<file path="src/sv/radix_string_to_u128_parser_core_assert.svh">
// ----------------------------------------------------------------------------
// Assertion macros for the radix string parser core
// Clocked on clk, disabled while arst_n is low.
// ----------------------------------------------------------------------------
`ifndef RADIX_STRING_TO_U128_PARSER_CORE_ASSERT_SVH
`define RADIX_STRING_TO_U128_PARSER_CORE_ASSERT_SVH

// Same-cycle implication
`define RSP_ASSERT_NOW(lbl, ante, cons, msg) \
	lbl: assert property (@(posedge clk) disable iff (!arst_n) (ante) |-> (cons)) \
		else $error(msg);

// Next-cycle implication
`define RSP_ASSERT_NXT(lbl, ante, cons, msg) \
	lbl: assert property (@(posedge clk) disable iff (!arst_n) (ante) |=> (cons)) \
		else $error(msg);

`endif

</file>
<file path="src/sv/rsp_pkg.sv">
`timescale 1ns / 1ps
// ----------------------------------------------------------------------------
// rsp_pkg
// Shared types and constants of the radix string to u128 parser.
// ----------------------------------------------------------------------------
package rsp_pkg;

	// Field widths
	localparam int CHAR_W   = 8;
	localparam int RADIX_W  = 6;
	localparam int ACC_W    = 128;
	localparam int HALF_W   = 64;
	localparam int PROD_W   = ACC_W + RADIX_W;
	localparam int OUTCNT_W = 16;
	localparam int STAT_W   = 2;

	// Digit counter, saturating
	localparam int COUNT_BITS = 16;
	localparam int CNTX_W     = (COUNT_BITS > OUTCNT_W) ? COUNT_BITS : OUTCNT_W;

	// Radix limits and reset value
	localparam logic [RADIX_W-1:0] RADIX_MIN = RADIX_W'(2);
	localparam logic [RADIX_W-1:0] RADIX_MAX = RADIX_W'(36);
	localparam logic [RADIX_W-1:0] RADIX_RST = RADIX_W'(10);

	// Character constants
	localparam logic [CHAR_W-1:0] CH_0 = CHAR_W'(8'h30);
	localparam logic [CHAR_W-1:0] CH_9 = CHAR_W'(8'h39);
	localparam logic [CHAR_W-1:0] CH_UA = CHAR_W'(8'h41);
	localparam logic [CHAR_W-1:0] CH_UZ = CHAR_W'(8'h5A);
	localparam logic [CHAR_W-1:0] CH_LA = CHAR_W'(8'h61);
	localparam logic [CHAR_W-1:0] CH_LZ = CHAR_W'(8'h7A);
	localparam logic [RADIX_W-1:0] LETTER_BASE = RADIX_W'(10);
	localparam logic [RADIX_W-1:0] NOT_DIGIT   = RADIX_W'(36);

	// Queue sizing
	localparam int QDEPTH = 4;
	localparam int QPTR_W = $clog2(QDEPTH);
	localparam int QCNT_W = $clog2(QDEPTH + 1);

	// Configuration register indexes
	localparam int CFG_IDX_W = 1;
	localparam int CFG_DAT_W = RADIX_W;
	localparam logic [CFG_IDX_W-1:0] REG_RADIX = CFG_IDX_W'(0);
	localparam logic [CFG_IDX_W-1:0] REG_CLAMP = CFG_IDX_W'(1);

	// Result status codes
	typedef enum logic [STAT_W-1:0] {
		STAT_OK    = 2'd0,
		STAT_NONE  = 2'd1,
		STAT_RANGE = 2'd2
	} status_t;

	// Per-character operation decided by the front end
	typedef enum logic {
		OP_SKIP  = 1'b0,
		OP_DIGIT = 1'b1
	} op_t;

	// One queued character
	typedef struct packed {
		op_t                op;
		logic [RADIX_W-1:0] digit;
		logic [RADIX_W-1:0] radix;
		logic               last;
	} entry_t;

	// Queue occupancy status
	typedef struct packed {
		logic              full;
		logic              empty;
		logic [QCNT_W-1:0] count;
	} qstat_t;

	// Map a character to its digit value, NOT_DIGIT when not alphanumeric
	function automatic logic [RADIX_W-1:0] digit_of(input logic [CHAR_W-1:0] c);
		logic [RADIX_W-1:0] d;
		d = NOT_DIGIT;
		if (c >= CH_0 && c <= CH_9)
			d = RADIX_W'(c - CH_0);
		else if (c >= CH_UA && c <= CH_UZ)
			d = RADIX_W'(c - CH_UA) + LETTER_BASE;
		else if (c >= CH_LA && c <= CH_LZ)
			d = RADIX_W'(c - CH_LA) + LETTER_BASE;
		return d;
	endfunction

endpackage

</file>
<file path="src/sv/rsp_chr_if.sv">
`timescale 1ns / 1ps
// ----------------------------------------------------------------------------
// rsp_chr_if
// Character channel: one string byte per beat.
// ----------------------------------------------------------------------------
interface rsp_chr_if;
	logic                        valid;
	logic                        ready;
	logic [rsp_pkg::CHAR_W-1:0]  char_code;
	logic                        end_of_string;

	modport source (output valid, output char_code, output end_of_string, input ready);
	modport sink (input valid, input char_code, input end_of_string, output ready);
endinterface

</file>
<file path="src/sv/rsp_res_if.sv">
`timescale 1ns / 1ps
// ----------------------------------------------------------------------------
// rsp_res_if
// Result channel: one parsed value per beat.
// ----------------------------------------------------------------------------
interface rsp_res_if;
	logic                          valid;
	logic                          ready;
	logic [rsp_pkg::HALF_W-1:0]    value_low;
	logic [rsp_pkg::HALF_W-1:0]    value_high;
	logic [rsp_pkg::OUTCNT_W-1:0]  chars_consumed;
	logic [rsp_pkg::STAT_W-1:0]    status;

	modport source (output valid, output value_low, output value_high,
		output chars_consumed, output status, input ready);
	modport sink (input valid, input value_low, input value_high,
		input chars_consumed, input status, output ready);
endinterface

</file>
<file path="src/sv/rsp_front.sv">
`timescale 1ns / 1ps
// ----------------------------------------------------------------------------
// rsp_front
// Accepts characters, decodes digits against the radix and tracks the stop.
// ----------------------------------------------------------------------------
module rsp_front (
	input  logic                         clk,
	input  logic                         arst_n,
	rsp_chr_if.sink                      chr,
	input  logic [rsp_pkg::RADIX_W-1:0]  radix,
	input  rsp_pkg::qstat_t              qstat,
	output logic                         push,
	output rsp_pkg::entry_t              push_data
);

	logic                        stop_q;
	logic [rsp_pkg::RADIX_W-1:0] radix_eff;
	logic [rsp_pkg::RADIX_W-1:0] dig;
	logic                        is_dig;

	// Clamp the radix into 2..36
	always_comb begin
		radix_eff = radix;
		if (radix < rsp_pkg::RADIX_MIN)
			radix_eff = rsp_pkg::RADIX_MIN;
		else if (radix > rsp_pkg::RADIX_MAX)
			radix_eff = rsp_pkg::RADIX_MAX;
	end

	// Classify the beat
	assign dig    = rsp_pkg::digit_of(chr.char_code);
	assign is_dig = !stop_q && (dig < radix_eff);

	assign chr.ready = !qstat.full;
	assign push      = chr.valid && chr.ready;

	always_comb begin
		push_data.op    = is_dig ? rsp_pkg::OP_DIGIT : rsp_pkg::OP_SKIP;
		push_data.digit = dig;
		push_data.radix = radix_eff;
		push_data.last  = chr.end_of_string;
	end

	// Scan stop flag: set by the first non-digit, cleared at string end
	always_ff @(posedge clk or negedge arst_n) begin
		if (!arst_n) begin
			stop_q <= 1'b0;
		end else if (push) begin
			if (chr.end_of_string)
				stop_q <= 1'b0;
			else if (!is_dig)
				stop_q <= 1'b1;
		end
	end

endmodule

</file>
<file path="src/sv/rsp_queue.sv">
`timescale 1ns / 1ps
// ----------------------------------------------------------------------------
// rsp_queue
// Short FIFO of decoded characters between front and back end.
// ----------------------------------------------------------------------------
module rsp_queue (
	input  logic             clk,
	input  logic             arst_n,
	input  logic             push,
	input  rsp_pkg::entry_t  push_data,
	input  logic             pop,
	output rsp_pkg::entry_t  head,
	output rsp_pkg::qstat_t  qstat
);

	rsp_pkg::entry_t             mem_q [rsp_pkg::QDEPTH];
	logic [rsp_pkg::QPTR_W-1:0]  wr_ptr_q;
	logic [rsp_pkg::QPTR_W-1:0]  rd_ptr_q;
	logic [rsp_pkg::QCNT_W-1:0]  cnt_q;

	assign head        = mem_q[rd_ptr_q];
	assign qstat.count = cnt_q;
	assign qstat.full  = (cnt_q == rsp_pkg::QCNT_W'(rsp_pkg::QDEPTH));
	assign qstat.empty = (cnt_q == '0);

	// Storage, no reset needed
	always_ff @(posedge clk) begin
		if (push)
			mem_q[wr_ptr_q] <= push_data;
	end

	// Pointers and fill count
	always_ff @(posedge clk or negedge arst_n) begin
		if (!arst_n) begin
			wr_ptr_q <= '0;
			rd_ptr_q <= '0;
			cnt_q    <= '0;
		end else begin
			if (push)
				wr_ptr_q <= wr_ptr_q + 1'b1;
			if (pop)
				rd_ptr_q <= rd_ptr_q + 1'b1;
			if (push && !pop)
				cnt_q <= cnt_q + 1'b1;
			else if (pop && !push)
				cnt_q <= cnt_q - 1'b1;
		end
	end

endmodule

</file>
<file path="src/sv/rsp_back.sv">
`timescale 1ns / 1ps
// ----------------------------------------------------------------------------
// rsp_back
// Multiply-add accumulator, digit counter and result register.
// ----------------------------------------------------------------------------
module rsp_back (
	input  logic             clk,
	input  logic             arst_n,
	input  rsp_pkg::entry_t  head,
	input  rsp_pkg::qstat_t  qstat,
	input  logic             clamp,
	output logic             pop,
	rsp_res_if.source        res
);

	logic [rsp_pkg::ACC_W-1:0]      acc_q, acc_n;
	logic                           ovf_q, ovf_n;
	logic [rsp_pkg::COUNT_BITS-1:0] cnt_q, cnt_n;
	logic [rsp_pkg::PROD_W-1:0]     prod;
	logic [rsp_pkg::CNTX_W-1:0]     cnt_x;
	logic                           out_vld_q;
	logic [rsp_pkg::ACC_W-1:0]      val_n;
	logic [rsp_pkg::OUTCNT_W-1:0]   ocnt_n;
	rsp_pkg::status_t               stat_n;

	// A non-final beat never needs the result slot
	assign pop = !qstat.empty && (!head.last || !out_vld_q || res.ready);

	// accum * radix + digit, overflow when anything lands above bit 127
	assign prod = rsp_pkg::PROD_W'(acc_q) * rsp_pkg::PROD_W'(head.radix)
		+ rsp_pkg::PROD_W'(head.digit);

	always_comb begin
		acc_n = acc_q;
		ovf_n = ovf_q;
		cnt_n = cnt_q;
		if (head.op == rsp_pkg::OP_DIGIT) begin
			if (!ovf_q) begin
				if (prod[rsp_pkg::PROD_W-1:rsp_pkg::ACC_W] == '0)
					acc_n = prod[rsp_pkg::ACC_W-1:0];
				else
					ovf_n = 1'b1;
			end
			if (cnt_q != '1)
				cnt_n = cnt_q + 1'b1;
		end
	end

	// Result formatting
	assign cnt_x  = rsp_pkg::CNTX_W'(cnt_n);
	assign ocnt_n = (cnt_x > rsp_pkg::CNTX_W'({rsp_pkg::OUTCNT_W{1'b1}}))
		? {rsp_pkg::OUTCNT_W{1'b1}} : cnt_x[rsp_pkg::OUTCNT_W-1:0];

	always_comb begin
		if (cnt_n == '0) begin
			stat_n = rsp_pkg::STAT_NONE;
			val_n  = '0;
		end else if (ovf_n) begin
			stat_n = rsp_pkg::STAT_RANGE;
			val_n  = clamp ? '1 : '0;
		end else begin
			stat_n = rsp_pkg::STAT_OK;
			val_n  = acc_n;
		end
	end

	// String state
	always_ff @(posedge clk or negedge arst_n) begin
		if (!arst_n) begin
			acc_q <= '0;
			ovf_q <= 1'b0;
			cnt_q <= '0;
		end else if (pop) begin
			if (head.last) begin
				acc_q <= '0;
				ovf_q <= 1'b0;
				cnt_q <= '0;
			end else begin
				acc_q <= acc_n;
				ovf_q <= ovf_n;
				cnt_q <= cnt_n;
			end
		end
	end

	// Result valid
	always_ff @(posedge clk or negedge arst_n) begin
		if (!arst_n)
			out_vld_q <= 1'b0;
		else if (pop && head.last)
			out_vld_q <= 1'b1;
		else if (res.ready)
			out_vld_q <= 1'b0;
	end

	// Result payload
	always_ff @(posedge clk) begin
		if (pop && head.last) begin
			res.value_low      <= val_n[rsp_pkg::HALF_W-1:0];
			res.value_high     <= val_n[rsp_pkg::ACC_W-1:rsp_pkg::HALF_W];
			res.chars_consumed <= ocnt_n;
			res.status         <= stat_n;
		end
	end

	assign res.valid = out_vld_q;

endmodule

</file>
<file path="src/sv/radix_string_to_u128_parser_core.sv">
`timescale 1ns / 1ps
// Result path: an end_of_string beat is written into the queue when accepted; the
//   combinational 128x6 multiply-add and the result register act on it when popped.
// Throughput: one character per cycle while the queue is not full.
// Reset (arst_n low): radix 10, clamp off, queue empty, accumulator and count zero.
// ----------------------------------------------------------------------------
// radix_string_to_u128_parser_core
// Top level: config registers, decode front end, queue and accumulate back end.
// ----------------------------------------------------------------------------
`include "radix_string_to_u128_parser_core_assert.svh"

module radix_string_to_u128_parser_core (
	input  logic                           clk,
	input  logic                           arst_n,
	rsp_chr_if.sink                        chr,
	rsp_res_if.source                      res,
	input  logic                           cfg_we,
	input  logic [rsp_pkg::CFG_IDX_W-1:0]  cfg_idx,
	input  logic [rsp_pkg::CFG_DAT_W-1:0]  cfg_wdata
);

	logic [rsp_pkg::RADIX_W-1:0] radix_q;
	logic                        clamp_q;
	logic                        push;
	logic                        pop;
	rsp_pkg::entry_t             push_data;
	rsp_pkg::entry_t             head;
	rsp_pkg::qstat_t             qstat;

	// Configuration registers
	always_ff @(posedge clk or negedge arst_n) begin
		if (!arst_n) begin
			radix_q <= rsp_pkg::RADIX_RST;
			clamp_q <= 1'b0;
		end else if (cfg_we) begin
			unique case (cfg_idx)
				rsp_pkg::REG_RADIX: radix_q <= cfg_wdata;
				rsp_pkg::REG_CLAMP: clamp_q <= cfg_wdata[0];
				default: ;
			endcase
		end
	end

	rsp_front u_front (
		.clk       (clk),
		.arst_n    (arst_n),
		.chr       (chr),
		.radix     (radix_q),
		.qstat     (qstat),
		.push      (push),
		.push_data (push_data)
	);

	rsp_queue u_queue (
		.clk       (clk),
		.arst_n    (arst_n),
		.push      (push),
		.push_data (push_data),
		.pop       (pop),
		.head      (head),
		.qstat     (qstat)
	);

	rsp_back u_back (
		.clk    (clk),
		.arst_n (arst_n),
		.head   (head),
		.qstat  (qstat),
		.clamp  (clamp_q),
		.pop    (pop),
		.res    (res)
	);

	// Checks
	`RSP_ASSERT_NOW(a_q_bound, 1'b1, qstat.count <= rsp_pkg::QCNT_W'(rsp_pkg::QDEPTH), "queue overfilled")
	`RSP_ASSERT_NOW(a_ok_count, res.valid && res.status == rsp_pkg::STAT_OK, res.chars_consumed != '0, "ok result with no digits")
	`RSP_ASSERT_NOW(a_none_zero, res.valid && res.status == rsp_pkg::STAT_NONE, res.value_low == '0 && res.value_high == '0 && res.chars_consumed == '0, "empty result not zero")
	`RSP_ASSERT_NXT(a_push_fill, push && !pop && !qstat.full, !qstat.empty, "pushed beat lost")

endmodule
</file>
<file path="src/flat_wrapper.sv">
// flat-port wrapper written by rule: the top's interface ports become plain ports
module radix_string_to_u128_parser_core_flat 
  (clk, arst_n, cfg_we, cfg_idx, cfg_wdata, chr_valid, chr_char_code, chr_end_of_string, chr_ready, res_valid, res_value_low, res_value_high, res_chars_consumed, res_status, res_ready);
  rsp_chr_if chr_i ();
  rsp_res_if res_i ();
  input  logic clk;
  input  logic arst_n;
  input  logic cfg_we;
  input  logic [rsp_pkg::CFG_IDX_W-1:0] cfg_idx;
  input  logic [rsp_pkg::CFG_DAT_W-1:0] cfg_wdata;
  input wire logic [$bits(chr_i.valid)-1:0] chr_valid;
  input wire logic [$bits(chr_i.char_code)-1:0] chr_char_code;
  input wire logic [$bits(chr_i.end_of_string)-1:0] chr_end_of_string;
  output wire logic [$bits(chr_i.ready)-1:0] chr_ready;
  output wire logic [$bits(res_i.valid)-1:0] res_valid;
  output wire logic [$bits(res_i.value_low)-1:0] res_value_low;
  output wire logic [$bits(res_i.value_high)-1:0] res_value_high;
  output wire logic [$bits(res_i.chars_consumed)-1:0] res_chars_consumed;
  output wire logic [$bits(res_i.status)-1:0] res_status;
  input wire logic [$bits(res_i.ready)-1:0] res_ready;
  assign chr_i.valid = chr_valid;
  assign chr_i.char_code = chr_char_code;
  assign chr_i.end_of_string = chr_end_of_string;
  assign chr_ready = chr_i.ready;
  assign res_valid = res_i.valid;
  assign res_value_low = res_i.value_low;
  assign res_value_high = res_i.value_high;
  assign res_chars_consumed = res_i.chars_consumed;
  assign res_status = res_i.status;
  assign res_i.ready = res_ready;
  radix_string_to_u128_parser_core u_core (.clk(clk), .arst_n(arst_n), .chr(chr_i), .res(res_i), .cfg_we(cfg_we), .cfg_idx(cfg_idx), .cfg_wdata(cfg_wdata));
endmodule
</file>
<file path="config.mk">
export PLATFORM = sky130hd
export DESIGN_NAME = radix_string_to_u128_parser_core_flat
export DESIGN_NICKNAME = d
export VERILOG_FILES = /design/src/sv/rsp_pkg.sv /design/src/sv/rsp_chr_if.sv /design/src/sv/rsp_res_if.sv /design/src/sv/rsp_front.sv /design/src/sv/rsp_queue.sv /design/src/sv/rsp_back.sv /design/src/sv/radix_string_to_u128_parser_core.sv /design/src/flat_wrapper.sv
export VERILOG_INCLUDE_DIRS = /design/src /design/src/sv
export SDC_FILE = /design/constraint.sdc
export NUM_CORES = 2
export LEC_CHECK = 0
export BUFFER_PORTS_ARGS = -buffer_cell sky130_fd_sc_hd__buf_2
export CAP_MARGIN = 15
export CORE_MARGIN = 2
export CORE_UTILIZATION = 52
export CTS_CLUSTER_DIAMETER = 150
export DETAILED_ROUTE_END_ITERATION = 8
export PLACE_DENSITY = 0.71
export SETUP_SLACK_MARGIN = 0.3
export SKIP_LAST_GASP = 1
export SLEW_MARGIN = 10
export SYNTH_ARGS = -nofsm -noshare
export SYNTH_HDL_FRONTEND = slang
export SYNTH_SLANG_ARGS = --single-unit
</file>
<file path="constraint.sdc">
create_clock -name clk -period 13.94 [get_ports clk]
set_input_delay 2.091 -clock clk [delete_from_list [all_inputs] [get_ports clk]]
set_output_delay 2.091 -clock clk [all_outputs]
set_load 0.03 [all_outputs]
</file>
==> impl_metrics.tcl <==
set metrics [dict create \
    synth_xor_area_share_pct 3.000 \
    outcome "finished, final reports clean" \
    holdPathEnd "u_core.u_queue.cnt_q[2]" \
    critPathKind "reg -> reg" \
    die-area_um2 82560 \
    period_needed_ns 10.59 \
    rsz0062_at_grt "no" \
    io_pins 169 \
    cts_tree "yes" \
    synth_compound_area_share_pct 14.38 \
    worst_pin_slew_ns 1.130 \
    r2r_slack_ns 3.35 \
    yosysSeqAreaShare_pct 24.19 \
    track_usage_pct 28.56 \
    startpoint_type "flip-flop" \
    hold_class "reg -> reg" \
    grt_pass1_wl_um 187400 \
    crit_arrival_ns 11.10 \
    yosys.area.top_type "fa_1" \
    crit_path_max_incr_delay_ns 1.00 \
    synth-edff-count 202 \
    syn_nets 5071 \
    min_from "u_core.u_queue.cnt_q[2]" \
    clock_skew_ns 0.05382 \
    synth_top_family_by_area "adder cells" \
    synthFlopType "edfxtp_1" \
    drt-vias-per-instance 6.175 \
    rows 103 \
    first_global_vias 33090 \
    drv_slew 0 \
    synth-simple-area-share_pct 20.13 \
    yosys-top-cells-area "fa_1 24%, edfxtp_1 15%, and2_1 11%, dfrtp_1 9.5%, ha_1 8.8%" \
    slew_headroom_pct 24.18 \
    grt_max_degree 82 \
    gp_congestion 0.9726 \
    avgSynthCellArea_um2 9.825 \
    drt_iter0_drc 3159 \
    antenna_found_initial 0 \
    cts_max_path_buffers 3 \
    grt_overflow 0 \
    clkTransAtPathRegs_ns 0.06 \
    synth_top_area_share_pct 24.41 \
    antenna-diode-count 0 \
    cp.required_ns 14.45 \
    dp_cells 5240 \
    htree_levels 2 \
    area_growth_pct 6.618 \
    final_net_count 5056 \
    synth-seq-cells 363 \
    drive_above_1_share_pct 7.521 \
    core_area_um2 79260 \
    timing.rr.start "u_core.u_queue.rd_ptr_q[0]" \
    die_y_um 287.3 \
    crit_family "compound AO/OA/AOI/OAI gates" \
    holdPathStages 1 \
    cts_root_buf "clkbuf_16" \
    muxShareOfSynthArea_pct 1.016 \
    hold_violations 0 \
    n_fill_cell 7027 \
    leakage_nw 21.26 \
    clock-sinks 363 \
    post_drt_wl_per_cell_um 21.80 \
    first_pass_iters 5 \
    cts_buffers 42 \
    synth_commonest_cells "703 x and2_1, 509 x fa_1, 359 x nand2_1" \
    period_share_pct 75.95 \
    p_per_area_nw_per_um2 247.5 \
    syn_area_um2 41750 \
    drc 0 \
    fin_cells 5318 \
    endpoint_kind "flip-flop" \
    ir_worst_vdd_mv 0.2810 \
    hold_buffers 0 \
    synth_fa_ha_area_share_pct 33.16 \
    timing.fmax_ghz 0.09445 \
    drv_cap 0 \
    fp.dieW_um 287.3 \
    finalSetupTns_ns 0 \
    start_util_pct 52.67 \
    synth_cells 4249 \
    vias 32840 \
    cts_setup_buffers 0 \
    crit_path_top_delay_cell "mux4_4" \
    regToRegEndpoint "u_core.u_back.acc_q[76]" \
    reg2reg_depth 27 \
    yosysWarningCount 0 \
    synth.distinct_cells 82 \
    dp_hpwl_um 87680 \
    cts-resized-gates 0 \
    synthArstFlopShare_pct 44.35 \
    cp_max_fo 75 \
    routed_wl_um 115900 \
    synth_most_common_cell "and2_1" \
    port_buffers 168 \
    setup_viol 0 \
    cp_num_buf_inv 8 \
    detail-route-antenna-nets 0 \
    clk_latency_ns 0.62 \
]
==> cell usage in the layout (no fill, tap or decap), types with 9 or more instances in the layout <==
cell,instances
nand2b_1,17
nand4_1,76
clkbuf_16,42
nor4_1,11
a21o_1,65
nand2_1,359
o21bai_1,43
a31oi_1,62
o21a_1,24
nor3_1,44
mux2_2,9
o21ai_0,158
inv_1,185
or2_2,13
nand3_1,47
a21boi_0,16
nor2b_1,12
xnor2_1,75
o31ai_1,9
dfrtp_1,159
buf_4,22
nor2_1,212
a211oi_1,25
a221oi_1,9
edfxtp_1,202
and3_1,29
o2bb2ai_1,15
fa_1,509
and4_1,11
buf_2,167
ha_1,292
and2_1,703
o211ai_1,14
xor2_1,68
a22o_1,119
o22ai_1,71
a21oi_1,214
==> cell type report <==
cell class	count	area (um2)	area share [%]
inverter	186	703.2	1.580
sequential	363	10100	22.69
timing repair buffer	190	1012	2.274
clock inverter	26	285.3	0.6409
multi-input combinational	3451	29990	67.38
clock buffer	52	1109	2.491
tap	1050	1314	2.952
==> cells by family (layout without fill, tap and decap cells) <==
kind of cell,Yosys count,after routing
AO/OA/AOI/OAI,908,908
XOR/XNOR,143,143
adder cells (fa/ha/maj),801,801
buffers and inverters,435,454
flip-flops,363,363
multiplexers,25,25
AND/OR/NAND/NOR,1574,1574
==> metrics by stage <==
| step | hold slack (ns) | area, um2 | total power [W] | utilization [%] | setup slack, ns |
|---|---|---|---|---|---|
| 5_1_grt | 0.5264 | 44510 | 0.01188 | 56.16 | 2.750 |
| 4_1_cts | 0.5032 | 44510 | 0.01098 | 56.16 | 3.433 |
| 3_3_place_gp | 0.4839 | 43120 | 0.009679 | 54.40 | 3.839 |
| 6_report | 0.5036 | 44510 | 0.01102 | 56.16 | 3.353 |
| 3_5_place_dp | 0.4945 | 43120 | 0.009768 | 54.40 | 3.531 |
| 2_1_floorplan | 0.4641 | 41750 | 0.007529 | - | 5.978 |
==> worst reg2reg max path, stage by stage, from the launching register on <==
cell	delay, ns
dfrtp_1	0.70
buf_4	0.29
mux4_4	1.00
buf_4	0.49
and2_1	0.28
fa_1	0.48
inv_1	0.05
fa_1	0.48
inv_1	0.06
fa_1	0.53
inv_1	0.06
fa_1	0.53
inv_1	0.04
ha_1	0.34
o211ai_1	0.10
a21oi_1	0.25
o21ai_0	0.26
a2111oi_0	0.56
a211oi_1	0.18
o21ai_1	0.64
a21o_1	0.22
a311oi_1	0.09
a211o_1	0.33
or3_4	0.64
nor2_4	0.17
buf_4	0.50
buf_4	0.90
a22o_1	0.32
==> worst max-delay path by stage <==
stage | from | to | slack [ns] | cells past startpoint
after floorplan | u_core.u_queue.rd_ptr_q[0] | u_core.u_back.res.value_low[15] | 5.98 | 25
after global placement | u_core.u_queue.rd_ptr_q[0] | u_core.u_back.acc_q[49] | 3.84 | 27
after detailed placement | u_core.u_queue.rd_ptr_q[0] | u_core.u_back.acc_q[71] | 3.53 | 27
after CTS | u_core.u_queue.rd_ptr_q[0] | u_core.u_back.acc_q[71] | 3.43 | 27
after global routing | u_core.u_queue.rd_ptr_q[0] | u_core.u_back.acc_q[75] | 2.75 | 27
final | u_core.u_queue.rd_ptr_q[0] | u_core.u_back.acc_q[76] | 3.35 | 27
==> state kept, by name, summed over array words and instances (netlist names), 2 cells and up <==
register,flops
u_core.u_back.acc_q,128
u_core.u_back.res.value_high,64
u_core.u_back.res.value_low,64
u_core.u_queue.mem_q,56
u_core.u_back.cnt_q,16
u_core.u_back.res.chars_consumed,16
u_core.radix_q,6
u_core.u_queue.cnt_q,3
u_core.u_back.res.status,2
u_core.u_queue.rd_ptr_q,2
u_core.u_queue.wr_ptr_q,2
==> per-layer routing <==
metal / track usage (%) / vias to the layer above / wire length (um) / part of all wire [%]
met1: 41.67 / 16620 / 51150 / 44
met4: 6.901 / 0 / 2722 / 2.3
met2: 43.83 / 1371 / 51910 / 45
met3: 5.651 / 166 / 10130 / 8.7
met5: 0 / - / 0 / 0
li1: - / 14690 / - / -
==> power by group <==
part           internal (W)  switching, W
Combinational       0.00247       0.00530
Clock              0.000618      0.000504
Sequential          0.00179      0.000327
Total               0.00488       0.00614
(Power assumes the default switching activity.)
